==> config.mk <==
export PLATFORM = sky130hd
export DESIGN_NAME = alarm_beeper_pulse_controller_core
export DESIGN_NICKNAME = d
export VERILOG_FILES = /design/src/rtl/abpc_pkg.sv /design/src/rtl/alarm_beeper_pulse_controller_core.sv
export VERILOG_INCLUDE_DIRS = /design/src /design/src/rtl
export SDC_FILE = /design/constraint.sdc
export NUM_CORES = 1
export LEC_CHECK = 0
export BUFFER_PORTS_ARGS = -buffer_cell sky130_fd_sc_hd__clkbuf_2
export CORE_MARGIN = 5
export CORE_UTILIZATION = 60
export CTS_CLUSTER_DIAMETER = 60
export DETAILED_ROUTE_END_ITERATION = 8
export PLACE_DENSITY = 0.87
export SLEW_MARGIN = 20
export SYNTH_ARGS = -nofsm -noshare
export SYNTH_HDL_FRONTEND = slang
export SYNTH_SLANG_ARGS = --single-unit
==> constraint.sdc <==
create_clock -name clk -period 8.8 [get_ports clk]
set_clock_uncertainty 0.1 [all_clocks]
set_input_delay 0.44 -clock clk [delete_from_list [all_inputs] [get_ports clk]]
set_output_delay 0.44 -clock clk [all_outputs]
set_load 0.05 [all_outputs]
==> src/rtl/alarm_beeper_pulse_controller_core_macros.svh <==
// Assertion macros for the alarm beeper pulse controller.
// The including module must have the signals clk and rst in scope.
`ifndef ALARM_BEEPER_PULSE_CONTROLLER_CORE_MACROS_SVH
`define ALARM_BEEPER_PULSE_CONTROLLER_CORE_MACROS_SVH

// The consequent must hold in the same cycle as the antecedent.
`define ABPC_ASSERT_SAME(label, ante, cons) \
  label: assert property (@(posedge clk) disable iff (rst) (ante) |-> (cons)) \
    else $error("abpc assertion failed");

// The consequent must hold in the cycle after the antecedent.
`define ABPC_ASSERT_NEXT(label, ante, cons) \
  label: assert property (@(posedge clk) disable iff (rst) (ante) |=> (cons)) \
    else $error("abpc assertion failed");

`endif

==> src/rtl/abpc_pkg.sv <==
// Package for the alarm beeper pulse controller.
// Holds command and mode codes, register indexes and reset values; no dependencies.
`default_nettype none

package abpc_pkg;

  localparam int ERROR_BITS_DEF = 15;
  localparam int TIMER_BITS_DEF = 16;

  localparam int CFG_INDEX_W = 3;
  localparam int CFG_DATA_W  = 16;
  localparam int TICKS_W     = 16;

  typedef enum logic [1:0] {
    CMD_TICK      = 2'd0,
    CMD_SET       = 2'd1,
    CMD_CLEAR     = 2'd2,
    CMD_CLEAR_ALL = 2'd3
  } cmd_t;

  typedef enum logic [1:0] {
    MODE_OFF   = 2'd0,
    MODE_CONT  = 2'd1,
    MODE_SHORT = 2'd2,
    MODE_LONG  = 2'd3
  } mode_t;

  localparam logic [CFG_INDEX_W-1:0] REG_TEMP_MASK          = 3'd0;
  localparam logic [CFG_INDEX_W-1:0] REG_FEEDBACK_MASK      = 3'd1;
  localparam logic [CFG_INDEX_W-1:0] REG_CONFLICT_MASK      = 3'd2;
  localparam logic [CFG_INDEX_W-1:0] REG_SHORT_ON_TICKS     = 3'd3;
  localparam logic [CFG_INDEX_W-1:0] REG_SHORT_PERIOD_TICKS = 3'd4;
  localparam logic [CFG_INDEX_W-1:0] REG_LONG_ON_TICKS      = 3'd5;
  localparam logic [CFG_INDEX_W-1:0] REG_LONG_PERIOD_TICKS  = 3'd6;

  localparam logic [CFG_DATA_W-1:0] TEMP_MASK_RST          = 16'd7168;
  localparam logic [CFG_DATA_W-1:0] FEEDBACK_MASK_RST      = 16'd1022;
  localparam logic [CFG_DATA_W-1:0] CONFLICT_MASK_RST      = 16'd24577;
  localparam logic [TICKS_W-1:0]    SHORT_ON_TICKS_RST     = 16'd50;
  localparam logic [TICKS_W-1:0]    SHORT_PERIOD_TICKS_RST = 16'd100;
  localparam logic [TICKS_W-1:0]    LONG_ON_TICKS_RST      = 16'd1000;
  localparam logic [TICKS_W-1:0]    LONG_PERIOD_TICKS_RST  = 16'd2000;

endpackage

`default_nettype wire

==> src/rtl/alarm_beeper_pulse_controller_core.sv <==
// Alarm beeper pulse controller: error bitmap, beep mode choice and pulse timer.
// Depends on abpc_pkg and alarm_beeper_pulse_controller_core_macros.svh.
//
// Usage: each input transfer carries a command (tick, set flags, clear flags,
// clear all) and an error bitmap. Every input transfer yields exactly one
// output transfer with the alarm, beeper, mode and flag state after the item.
// The state registers are the output register, so a result is presented in
// the cycle after its input transfer. One item is taken per cycle
// (throughput 1), limited only by the single output register: a new input is
// taken in the same cycle in which the pending result is transferred.
// When the receiver stalls, in_stall rises in the same cycle and the result
// holds until transferred. The configuration channel is always ready; its
// writes take effect at once. The user must make them only while the block is
// idle; the block does not enforce it. Reset restores the register defaults,
// clears flags, mode, beeper and elapsed counter; no result is left pending.
`default_nettype none
`include "alarm_beeper_pulse_controller_core_macros.svh"

module alarm_beeper_pulse_controller_core #(
  parameter int ERROR_BITS = abpc_pkg::ERROR_BITS_DEF,
  parameter int TIMER_BITS = abpc_pkg::TIMER_BITS_DEF
) (
  input  wire logic                            clk,
  input  wire logic                            rst,
  input  wire logic                            in_valid,
  output logic                                 in_stall,
  input  wire logic [1:0]                      command,
  input  wire logic [ERROR_BITS-1:0]           error_bits,
  output logic                                 out_valid,
  input  wire logic                            out_stall,
  output logic                                 alarm_on,
  output logic                                 beeper_on,
  output logic [1:0]                           sound_mode,
  output logic [ERROR_BITS-1:0]                flags_now,
  input  wire logic                            cfg_valid,
  output logic                                 cfg_ready,
  input  wire logic [abpc_pkg::CFG_INDEX_W-1:0] cfg_index,
  input  wire logic [abpc_pkg::CFG_DATA_W-1:0]  cfg_data
);

  localparam int CMP_W = (TIMER_BITS > abpc_pkg::TICKS_W) ? TIMER_BITS : abpc_pkg::TICKS_W;
  localparam logic [TIMER_BITS-1:0] TIMER_MAX = {TIMER_BITS{1'b1}};

  logic [ERROR_BITS-1:0]             temp_mask;
  logic [ERROR_BITS-1:0]             feedback_mask;
  logic [ERROR_BITS-1:0]             conflict_mask;
  logic [abpc_pkg::TICKS_W-1:0]      short_on_ticks;
  logic [abpc_pkg::TICKS_W-1:0]      short_period_ticks;
  logic [abpc_pkg::TICKS_W-1:0]      long_on_ticks;
  logic [abpc_pkg::TICKS_W-1:0]      long_period_ticks;

  logic [ERROR_BITS-1:0]             error_map;
  logic [ERROR_BITS-1:0]             error_map_next;
  abpc_pkg::mode_t                   mode;
  abpc_pkg::mode_t                   mode_next;
  abpc_pkg::mode_t                   mode_pick;
  logic                              beeping;
  logic                              beeping_next;
  logic [TIMER_BITS-1:0]             elapsed;
  logic [TIMER_BITS-1:0]             elapsed_next;
  logic [TIMER_BITS-1:0]             elapsed_inc;
  logic [CMP_W-1:0]                  elapsed_cmp;
  logic [CMP_W-1:0]                  on_cmp;
  logic [CMP_W-1:0]                  period_cmp;
  logic                              alarm;
  abpc_pkg::cmd_t                    cmd;
  logic                              in_xfer;

  assign in_stall  = out_valid & out_stall;
  assign in_xfer   = in_valid & ~in_stall;
  assign cfg_ready = 1'b1;
  assign cmd       = abpc_pkg::cmd_t'(command);

  assign alarm_on   = alarm;
  assign beeper_on  = beeping;
  assign sound_mode = mode;
  assign flags_now  = error_map;

  always_ff @(posedge clk) begin
    if (rst) begin
      temp_mask          <= abpc_pkg::TEMP_MASK_RST[ERROR_BITS-1:0];
      feedback_mask      <= abpc_pkg::FEEDBACK_MASK_RST[ERROR_BITS-1:0];
      conflict_mask      <= abpc_pkg::CONFLICT_MASK_RST[ERROR_BITS-1:0];
      short_on_ticks     <= abpc_pkg::SHORT_ON_TICKS_RST;
      short_period_ticks <= abpc_pkg::SHORT_PERIOD_TICKS_RST;
      long_on_ticks      <= abpc_pkg::LONG_ON_TICKS_RST;
      long_period_ticks  <= abpc_pkg::LONG_PERIOD_TICKS_RST;
    end else if (cfg_valid && cfg_ready) begin
      case (cfg_index)
        abpc_pkg::REG_TEMP_MASK:          temp_mask          <= cfg_data[ERROR_BITS-1:0];
        abpc_pkg::REG_FEEDBACK_MASK:      feedback_mask      <= cfg_data[ERROR_BITS-1:0];
        abpc_pkg::REG_CONFLICT_MASK:      conflict_mask      <= cfg_data[ERROR_BITS-1:0];
        abpc_pkg::REG_SHORT_ON_TICKS:     short_on_ticks     <= cfg_data;
        abpc_pkg::REG_SHORT_PERIOD_TICKS: short_period_ticks <= cfg_data;
        abpc_pkg::REG_LONG_ON_TICKS:      long_on_ticks      <= cfg_data;
        abpc_pkg::REG_LONG_PERIOD_TICKS:  long_period_ticks  <= cfg_data;
        default: begin
        end
      endcase
    end
  end

  // Mode choice by priority; flags that match no mask keep the current mode.
  always_comb begin
    mode_pick = mode;
    if (error_map_next == '0) begin
      mode_pick = abpc_pkg::MODE_OFF;
    end else if ((error_map_next & temp_mask) != '0) begin
      mode_pick = abpc_pkg::MODE_CONT;
    end else if ((error_map_next & feedback_mask) != '0) begin
      mode_pick = abpc_pkg::MODE_SHORT;
    end else if ((error_map_next & conflict_mask) != '0) begin
      mode_pick = abpc_pkg::MODE_LONG;
    end
  end

  assign elapsed_inc = (elapsed != TIMER_MAX) ? elapsed + 1'b1 : elapsed;
  assign elapsed_cmp = CMP_W'(elapsed_inc);
  assign on_cmp      = (mode == abpc_pkg::MODE_LONG) ? CMP_W'(long_on_ticks)
                                                     : CMP_W'(short_on_ticks);
  assign period_cmp  = (mode == abpc_pkg::MODE_LONG) ? CMP_W'(long_period_ticks)
                                                     : CMP_W'(short_period_ticks);

  always_comb begin
    error_map_next = error_map;
    mode_next      = mode;
    beeping_next   = beeping;
    elapsed_next   = elapsed;
    case (cmd)
      abpc_pkg::CMD_TICK: begin
        elapsed_next = elapsed_inc;
        case (mode)
          abpc_pkg::MODE_CONT: begin
            beeping_next = 1'b1;
          end
          abpc_pkg::MODE_SHORT, abpc_pkg::MODE_LONG: begin
            if (elapsed_cmp < on_cmp) begin
              beeping_next = 1'b1;
            end else if (elapsed_cmp < period_cmp) begin
              beeping_next = 1'b0;
            end else begin
              elapsed_next = '0;
              beeping_next = 1'b1;
            end
          end
          default: begin
            beeping_next = 1'b0;
          end
        endcase
      end
      abpc_pkg::CMD_SET, abpc_pkg::CMD_CLEAR: begin
        if (cmd == abpc_pkg::CMD_SET) begin
          error_map_next = error_map | error_bits;
        end else begin
          error_map_next = error_map & ~error_bits;
        end
        if (mode_pick != mode) begin
          mode_next    = mode_pick;
          elapsed_next = '0;
          beeping_next = 1'b0;
        end
      end
      default: begin
        error_map_next = '0;
        mode_next      = abpc_pkg::MODE_OFF;
        beeping_next   = 1'b0;
        elapsed_next   = '0;
      end
    endcase
  end

  always_ff @(posedge clk) begin
    if (rst) begin
      error_map <= '0;
      mode      <= abpc_pkg::MODE_OFF;
      beeping   <= 1'b0;
      elapsed   <= '0;
      alarm     <= 1'b0;
      out_valid <= 1'b0;
    end else begin
      if (in_xfer) begin
        error_map <= error_map_next;
        mode      <= mode_next;
        beeping   <= beeping_next;
        elapsed   <= elapsed_next;
        alarm     <= (error_map_next != '0);
      end
      if (in_xfer) begin
        out_valid <= 1'b1;
      end else if (!out_stall) begin
        out_valid <= 1'b0;
      end
    end
  end

  `ABPC_ASSERT_SAME(a_alarm_matches_flags, out_valid, alarm_on == (flags_now != '0))
  `ABPC_ASSERT_SAME(a_no_flags_mode_off, out_valid && (flags_now == '0), sound_mode == abpc_pkg::MODE_OFF)
  `ABPC_ASSERT_SAME(a_off_mode_silent, out_valid && (sound_mode == abpc_pkg::MODE_OFF), !beeper_on)
  `ABPC_ASSERT_NEXT(a_clear_all_resets, in_xfer && (cmd == abpc_pkg::CMD_CLEAR_ALL), (elapsed == '0) && (flags_now == '0) && !beeper_on)
  `ABPC_ASSERT_NEXT(a_cont_tick_sounds, in_xfer && (cmd == abpc_pkg::CMD_TICK) && (mode == abpc_pkg::MODE_CONT), beeper_on)

endmodule

`default_nettype wire
Word level (Yosys, flattened, before mapping)

Index checks and enable logic that the tools add are counted.

Bits in registers: 145
Input bits: 41
Output and inout port bits: 22
Logic and storage cells: 82

$add $sub $neg: 1
Order comparisons: 2
Equality and inequality tests: 15
Mux-type cells: 23
Bitwise gates (word level): 10
Reduce and logical (&&, ||, !) cells: 18

Operator list:

| kind                  | number |
|---|---|
| $mux 16               | 7 |
| $and 15x15->15        | 4 |
| $reduce_bool 15->1    | 4 |
| $lt 16x16->1          | 2 |
| $pmux 16 s2           | 1 |
| $pmux 15 s2           | 1 |
| $add 16x1->16 const B | 1 |
| $ne 16x16->1 const B  | 1 |
| $reduce_and 2->1      | 8 |
| $logic_not 15->1      | 1 |
| $mux 15               | 1 |
| $not 15->15           | 1 |
| $or 15x15->15         | 1 |
| $mux 2                | 5 |
| $eq 3x3->1 const B    | 3 |
| $eq 2x2->1 const B    | 3 |
| $eq 3x2->1 const B    | 2 |
| $mux 1                | 5 |
| $eq 2x1->1 const B    | 2 |
| $pmux 1 s2            | 2 |
| $pmux 2 s2            | 1 |
| $reduce_or 2->1       | 2 |
| $eq 3x1->1 const B    | 1 |
| $logic_not 3->1       | 1 |
| 7 further kinds       | 9 |

Depth between registers and ports, before layout

Gate-level depths: netlist of run 1.

Depth after elaboration: 13
Gate-level depth with buffers: 22
Gate-level depth less buffers: 20

Worst setup path before layout of run 1

Ideal clock, no wire load.

Path kind: reg2reg
Start point: register elapsed[3]
End point: register elapsed[11]
Setup time: 132 ps
Arrival time: 4188 ps
Data required time: 8568 ps
Path slack: 4380 ps
Cell stages (with the launch flop): 22
Path buffers: 3
Clock period less this slack: 4420 ps
Cells stage by stage: dfxtp_1 -> clkbuf_1 -> nand4_1 -> or4_1 -> clkbuf_1 -> nand4_1 -> nor2_1 -> and4_1 -> nand2b_1 -> inv_1 -> nand3_1 -> xnor2_1 -> ha_1 -> nand2_1 -> a2111oi_0 -> o2111ai_1 -> o211a_1 -> o21ai_1 -> inv_1 -> clkbuf_1 -> nand4_1 -> a21oi_1

Longest elaborated chain between the ends: 7
Elaborated cells on any way between the ends: 9
Classes of those cells: add/sub: 1; order compare: 2; eq/ne: 1; mux: 5

RTL lines:

| element                                       | RTL line                                  | source |
|---|---|---|
| from (decl)                                   | alarm_beeper_pulse_controller_core.sv:59  | `logic [TIMER_BITS-1:0] elapsed;` |
| from (signal assigned)                        | alarm_beeper_pulse_controller_core.sv:185 | `elapsed <= elapsed_next;` |
| $add 16x1->16 or $ne 16x16->1 (tied branches) | alarm_beeper_pulse_controller_core.sv:117 | `assign elapsed_inc = (elapsed != TIMER_MAX) ? elapsed + 1'b1 : elapsed;` |
| $mux 16 (*)                                   | alarm_beeper_pulse_controller_core.sv:117 |  |
| $lt 16x16->1                                  | alarm_beeper_pulse_controller_core.sv:139 | `end else if (elapsed_cmp < period_cmp) begin` |
| $mux 16                                       | alarm_beeper_pulse_controller_core.sv:139 |  |
| $mux 16                                       | alarm_beeper_pulse_controller_core.sv:137 | `if (elapsed_cmp < on_cmp) begin` |
| $mux 16 (*)                                   | alarm_beeper_pulse_controller_core.sv:132 | `case (mode)` |
| $pmux 16 s2 (*)                               | alarm_beeper_pulse_controller_core.sv:129 | `case (cmd)` |

Mark *: on every way between the ends. The rest lies on a longest branch, timed or not.
A chain may end at the register's enable or synchronous reset.

Worst setup path in the final report of run 1

Start point: register elapsed[0]
End point: register elapsed[7]

Same word-level chain as after synthesis.

==> impl_metrics.py, run 1 <==
metrics = {
    "routing": {
        "routed_via_density": 6.27,
        "wl_per_cell_um": 18.5,
        "drc": 0,
        "vias": 7444,
        "drt_iter0_drc": 896,
        "drt_wl_total_mm": 22.0,
        "drt_pass1_iterations": 8,
        "drtAntennaViolNets": 0,
    },
    "cts": {
        "ctsHoldBuffers": 0,
        "post-cts-setup-buffer-count": 0,
        "numCtsBuffers": 17,
        "cts_tree": "yes",
        "cts-root-buf": "clkbuf_16",
        "clkLatencyLatePin_ps": 430,
        "cts_max_level": 4,
        "path_clk_slew_ps": 60,
        "clock_path_buffers": 2,
        "post_cts_resized": 0,
        "clock_sinks": 145,
    },
    "synth": {
        "synthArstFlopShare": 0,
        "synth_top_area_share": 0.379,
        "syn-num-nets": 1048,
        "synthTopCellsByArea": "dfxtp_1 (38%), nand2_1 (13%), a21oi_1 (6.4%)",
        "synth_top_flop_cell": "dfxtp_1",
        "yosys_warnings": 0,
        "yosysSeqAreaShare": 0.379,
        "synth.distinct_cells": 65,
        "netlist_top_cells_count": "nand2_1 (262), dfxtp_1 (145), a21oi_1 (98), nor2_1 (51), clkbuf_1 (42)",
        "synth.most_common_cell": "nand2_1",
        "synth_area_um2": 7660,
        "ys_ff_latch": 145,
        "synth_area_per_cell_um2": 7.87,
        "synth.largest_area_cell": "dfxtp_1",
        "synth-edff-count": 0,
        "synth_cells": 973,
    },
    "cells_and_area": {
        "antenna_cells": 0,
        "synthToLayoutAreaGrowth_pct": 12.0,
        "drive_gt1_frac": 0.109,
        "num-nets-final": 1077,
        "fin_cells": 1187,
        "final_core_util": 0.682,
        "design_area_um2": 8570,
    },
    "power": {
        "pwr-share-comb": 0.113,
        "internal_power_mw": 1.16,
        "ir_worst_vdd_mv": 0.140,
        "clockPowerShare": 0.452,
        "total_leakage_power_nw": 3.68,
        "power_density_nw_per_um2": 185,
        "switching_power_mw": 0.427,
        "switching_share": 0.269,
        "total_power_mw": 1.59,
        "seqPwrFrac": 0.435,
    },
    "floorplanning": {
        "fp.dieW_um": 123,
        "die_area_um2": 15100,
        "die_h_um": 123,
        "row_count": 41,
        "coreArea_um2": 12600,
        "pin_count": 63,
        "start_util": 0.609,
    },
    "critical_path": {
        "critPathRequiredTime_ps": 8970,
        "end_kind": "flop",
        "cpMaxStageDelayCell": "or4_1",
        "worstSetupPathType": "reg2reg",
        "reg2reg_slack_ps": 3530,
        "max_stage_delay_ps": 620,
        "cp_top_family": "simple AND/OR/NAND/NOR gates",
        "critPathArrivalTime_ps": 5440,
        "path_cells": "ha_1 > nand3_1 > or4_1 > nand4_1 > nor2_1 > and4_1 > nand2b_1 > inv_1 > nand3_1 > xnor2_1 > ha_1 > nand2_1 > a2111oi_0 > o2111ai_1 > o211a_1 > o21ai_1 > inv_1 > nand4_1 > a21oi_1",
        "critPathLaunch": "elapsed[0]$_SDFFE_PP0P_",
        "crit_fanout": 14,
        "critPathBufInv": 2,
        "r2r-start": "elapsed[0]$_SDFFE_PP0P_",
        "start_kind": "flop",
    },
    "sta": {
        "hold_violations": 0,
        "fin_crit_ps": 5270,
        "maxSlewHeadroom": 0.252,
        "rsz0062_at_grt": "no",
        "fmax_ghz": 0.190,
        "setup_ws_ps": 3530,
        "finalSetupViolCount": 0,
        "setup_tns_ps": 0,
        "tightest_slew_ps": 1120,
        "post-route-period-util": 0.599,
        "hold_slack_ps": 154,
        "drv_slew": 0,
    },
    "placement": {
        "numPortBuffers": 61,
        "gp_congestion": 0.968,
        "placed_area_um2": 7990,
        "place_inst": 1155,
        "pre_cts_slack_ps": 3650,
        "dp_hpwl_mm": 14.8,
    },
    "global_route": {
        "first_global_vias": 6682,
        "grt_most_used_layer": "met2",
        "grt_overflow_total": 0,
        "use_met1": 0.419,
        "gr-usage-met2": 0.437,
        "use_met3": 0.0645,
        "grt_pass1_wl_mm": 34.7,
        "antenna_found_initial": 0,
        "grtUsageTotal": 0.294,
        "grt_max_degree": 101,
    },
    "outcome": {
        "outcome": "complete, no violations",
    },
    "min_path": {
        "hp-class": "in2reg",
        "worstHoldStart": "in_valid",
    },
    "flow_run": {
        "maxCapViolations": 0,
    },
}
## cells by family after synthesis
logic type | share of synthesized area
buf+inv | 0.0369
xor+xnor | 0.0172
fa+ha+maj | 0.0556
other cells | 0.000490
compound gates | 0.188
mux | 0.0433
flops | 0.379
simple gates | 0.280
## worst paths after layout
| check | endpoint | depth (start not counted) |
|---|---|---|
| hold reg to reg | short_period_ticks[14]$_SDFFE_PP0P_ | 2 |
| setup reg to reg | elapsed[7]$_SDFFE_PP0P_ | 19 |
| hold / removal | out_valid$_SDFFE_PP0P_ | 3 |
| setup / recovery | elapsed[7]$_SDFFE_PP0P_ | 19 |
## per-layer routing
layer  routed length (um)  up-vias  part of all wire
li1                     -     3515                 -
met1                 9250     3419              0.42
met2                 9600      441              0.44
met3                 2490       69              0.11
met4                  624        0             0.028
met5                    0        -                 0
## state kept, by name, summed over array words and instances (netlist names)
register,count
long_on_ticks,16
long_period_ticks,16
short_period_ticks,16
conflict_mask,15
feedback_mask,15
out_valid,1
flags_now,15
alarm_on,1
elapsed,16
sound_mode,2
short_on_ticks,16
temp_mask,15
beeper_on,1
## power groups by stage
stage	registers (mW)	clock network, mW	logic (mW)
2_1_floorplan	0.715	0	0.105
3_3_place_gp	0.702	0	0.171
3_5_place_dp	0.703	0	0.173
4_1_cts	0.689	0.716	0.175
5_1_grt	0.691	0.750	0.192
6_report	0.690	0.717	0.180
## placed cells by master, fill, tap and decap left out, types with 12 or more instances in the layout
cell type and count:
nand2_1 261, clkbuf_16 17, a22oi_1 18, nand3_1 19, a21oi_1 98, mux2i_1 32, nand4_1 21, clkbuf_2 60
nor2b_1 18, o21ai_0 13, ha_1 34, a211oi_1 12, nor3_1 16, dfxtp_1 145, nor2_1 51, inv_1 13
nand3b_1 36
## worst min-delay path, stage by stage
cell      delay [ps]
clkbuf_2         100
nor2_1            40
nor2_1            70
## cell type report
type	instances	area, um^2
Multi-Input combinational cell	758	4470
Fill cell	1001	3990
Sequential cell	145	2900
Clock buffer	19	453
Timing Repair Buffer	65	338
Tap cell	172	215
Clock inverter	13	135
Inverter	15	56.3
Note: power is estimated with default switching activity, not from simulation.
==> run 2: changes to the inputs <==
clock period = 5 ns   (was 8.8 ns; I/O delays follow)
==> run 2 against run 1 <==
Against the previous run:
- critical path depth is 1 higher
- critical endpoint is now elapsed[0]$_SDFFE_PP0P_
- die area unchanged
- largest power group unchanged
- critical path type unchanged
- clock power rose by 87%
==> impl_metrics.py, run 2 (same netlist as run 1, synthesis figures left out) <==
metrics = {
    "cells_and_area": {
        "design_area_um2": 8690,
        "register_area_um2": 2900,
        "fin_cells": 1196,
        "final_common_cell": "nand2_1",
        "layout_common_cells": "nand2_1 (261), dfxtp_1 (145), a21oi_1 (98), clkbuf_2 (60), nor2_1 (51)",
        "num-nets-final": 1086,
        "multi_input_area_um2": 4490,
        "fillers": 999,
        "antenna_cells": 0,
        "final_core_util": 0.692,
        "drive_gt1_frac": 0.117,
        "synthToLayoutAreaGrowth_pct": 13.5,
    },
    "critical_path": {
        "reg2reg_slack_ps": 290,
        "critPathBufInv": 2,
        "worstSetupPathType": "reg2reg",
        "max_stage_delay_ps": 600,
        "critPathArrivalTime_ps": 4880,
        "cp_top_family": "simple AND/OR/NAND/NOR gates",
        "path_cells": "ha_2 > nand3_1 > or4_4 > nand4_1 > nor2_1 > and4_1 > nand2b_1 > inv_1 > nand3_1 > xnor2_1 > ha_1 > nand2_1 > a2111oi_0 > o2111ai_1 > o211a_1 > o21ai_1 > buf_4 > nor2_1 > o21ai_0 > o31ai_1",
        "critPathRequiredTime_ps": 5180,
        "end_kind": "flop",
        "cpMaxStageDelayCell": "a2111oi_0",
        "start_kind": "flop",
        "crit_fanout": 8,
    },
    "sta": {
        "hold_violations": 0,
        "setup_ws_ps": 294,
        "fmax_ghz": 0.212,
        "fin_crit_ps": 4710,
        "tightest_slew_ps": 1110,
        "post-route-period-util": 0.941,
        "drv_slew": 0,
        "finalSetupViolCount": 0,
        "maxSlewHeadroom": 0.260,
        "hold_slack_ps": 64.4,
    },
    "routing": {
        "drtAntennaViolNets": 0,
        "wl_per_cell_um": 18.7,
        "drt_wl_total_mm": 22.4,
        "routed_via_density": 6.30,
        "vias": 7531,
        "drc": 0,
        "drt_pass1_iterations": 6,
        "drt_iter0_drc": 932,
    },
    "floorplanning": {
        "start_util": 0.609,
        "row_count": 41,
        "fp.dieW_um": 123,
        "coreArea_um2": 12600,
        "pin_count": 63,
        "die_area_um2": 15100,
        "die_h_um": 123,
    },
    "cts": {
        "clock_sinks": 145,
        "cts_max_level": 4,
        "path_clk_slew_ps": 60,
        "clkLatencyLatePin_ps": 430,
        "cts-root-buf": "clkbuf_16",
        "cts_tree": "yes",
        "clock_path_buffers": 2,
        "numCtsBuffers": 17,
    },
    "power": {
        "power_density_nw_per_um2": 331,
        "ir_worst_vdd_mv": 0.264,
        "total_leakage_power_nw": 3.73,
    },
    "placement": {
        "place_inst": 1161,
        "dp_hpwl_mm": 14.9,
        "placed_area_um2": 8030,
        "numPortBuffers": 61,
        "gp_congestion": 0.966,
        "pre_cts_slack_ps": 260,
    },
    "global_route": {
        "grt_pass1_wl_mm": 35.7,
        "grt_max_degree": 86,
        "first_global_vias": 6885,
        "grtUsageTotal": 0.300,
        "grt_overflow_total": 0,
        "antenna_found_initial": 0,
    },
    "flow_run": {
        "maxCapViolations": 0,
    },
    "min_path": {
        "hp-class": "in2reg",
    },
    "outcome": {
        "outcome": "complete, no violations",
    },
}
-- run 2: cell types whose count changed in the layout (fill, tap and decap cells not counted), sizes merged, moves of 2 or more --
cell	before	now
buf	5	12
clkinv	8	4
clkbuf	79	81
dlygate4sd3	0	2
inv	16	18
-- run 2: cell type report --
type	count	area share
Multi-Input combinational cell	758	0.516
Sequential cell	145	0.334
Clock buffer	21	0.0541
Timing Repair Buffer	74	0.0472
Tap cell	172	0.0248
Clock inverter	11	0.0174
Inverter	15	0.00648
-- run 2: worst paths after layout --
path	start	to	cells after the start
worst max-delay path	elapsed[0]$_SDFFE_PP0P_	elapsed[0]$_SDFFE_PP0P_	20
worst min-delay path	cfg_data[5]	temp_mask[5]$_SDFFE_PP0P_	3
worst max register to register	elapsed[0]$_SDFFE_PP0P_	elapsed[0]$_SDFFE_PP0P_	20
worst min register to register	long_on_ticks[13]$_SDFFE_PP0P_	long_on_ticks[13]$_SDFFE_PP0P_	2
-- run 2: power breakdown --
group,switching [mW],internal [mW]
registers,0.0246,1.19
clock network,0.513,0.829
logic,0.226,0.0980
-- run 2: tightest hold or removal path, stage by stage --
cell      delay, ps
clkbuf_2        150
nand2_1          80
a21oi_1          50
-- run 2: stage by stage --
stage,setup TNS [ps],power [mW]
global route,-16.4,2.96
global placement,0,1.54
CTS,0,2.87
detailed placement,0,1.55
finish,0,2.88
floorplan,0,1.44
-- run 2: timing repair --
| item | in CTS | in global routing |
|---|---|---|
| hold endpoints to repair | 5 | 0 |
| gates resized for setup | 0 | 5 |
| buffers inserted | 0 | 1 |
| hold buffers | 2 | 0 |
| setup endpoints to repair | 0 | 15 |
-- run 2: routing by layer --
metal  share of wire  wire length [um]  vias to the layer above  global-route usage
li1                -                 -                     3536                   -
met1            0.42              9360                     3507               0.423
met2            0.44              9890                      422               0.443
met3            0.11              2470                       66              0.0741
met4           0.031               687                        0               0.117
met5               0                 0                        -                   0
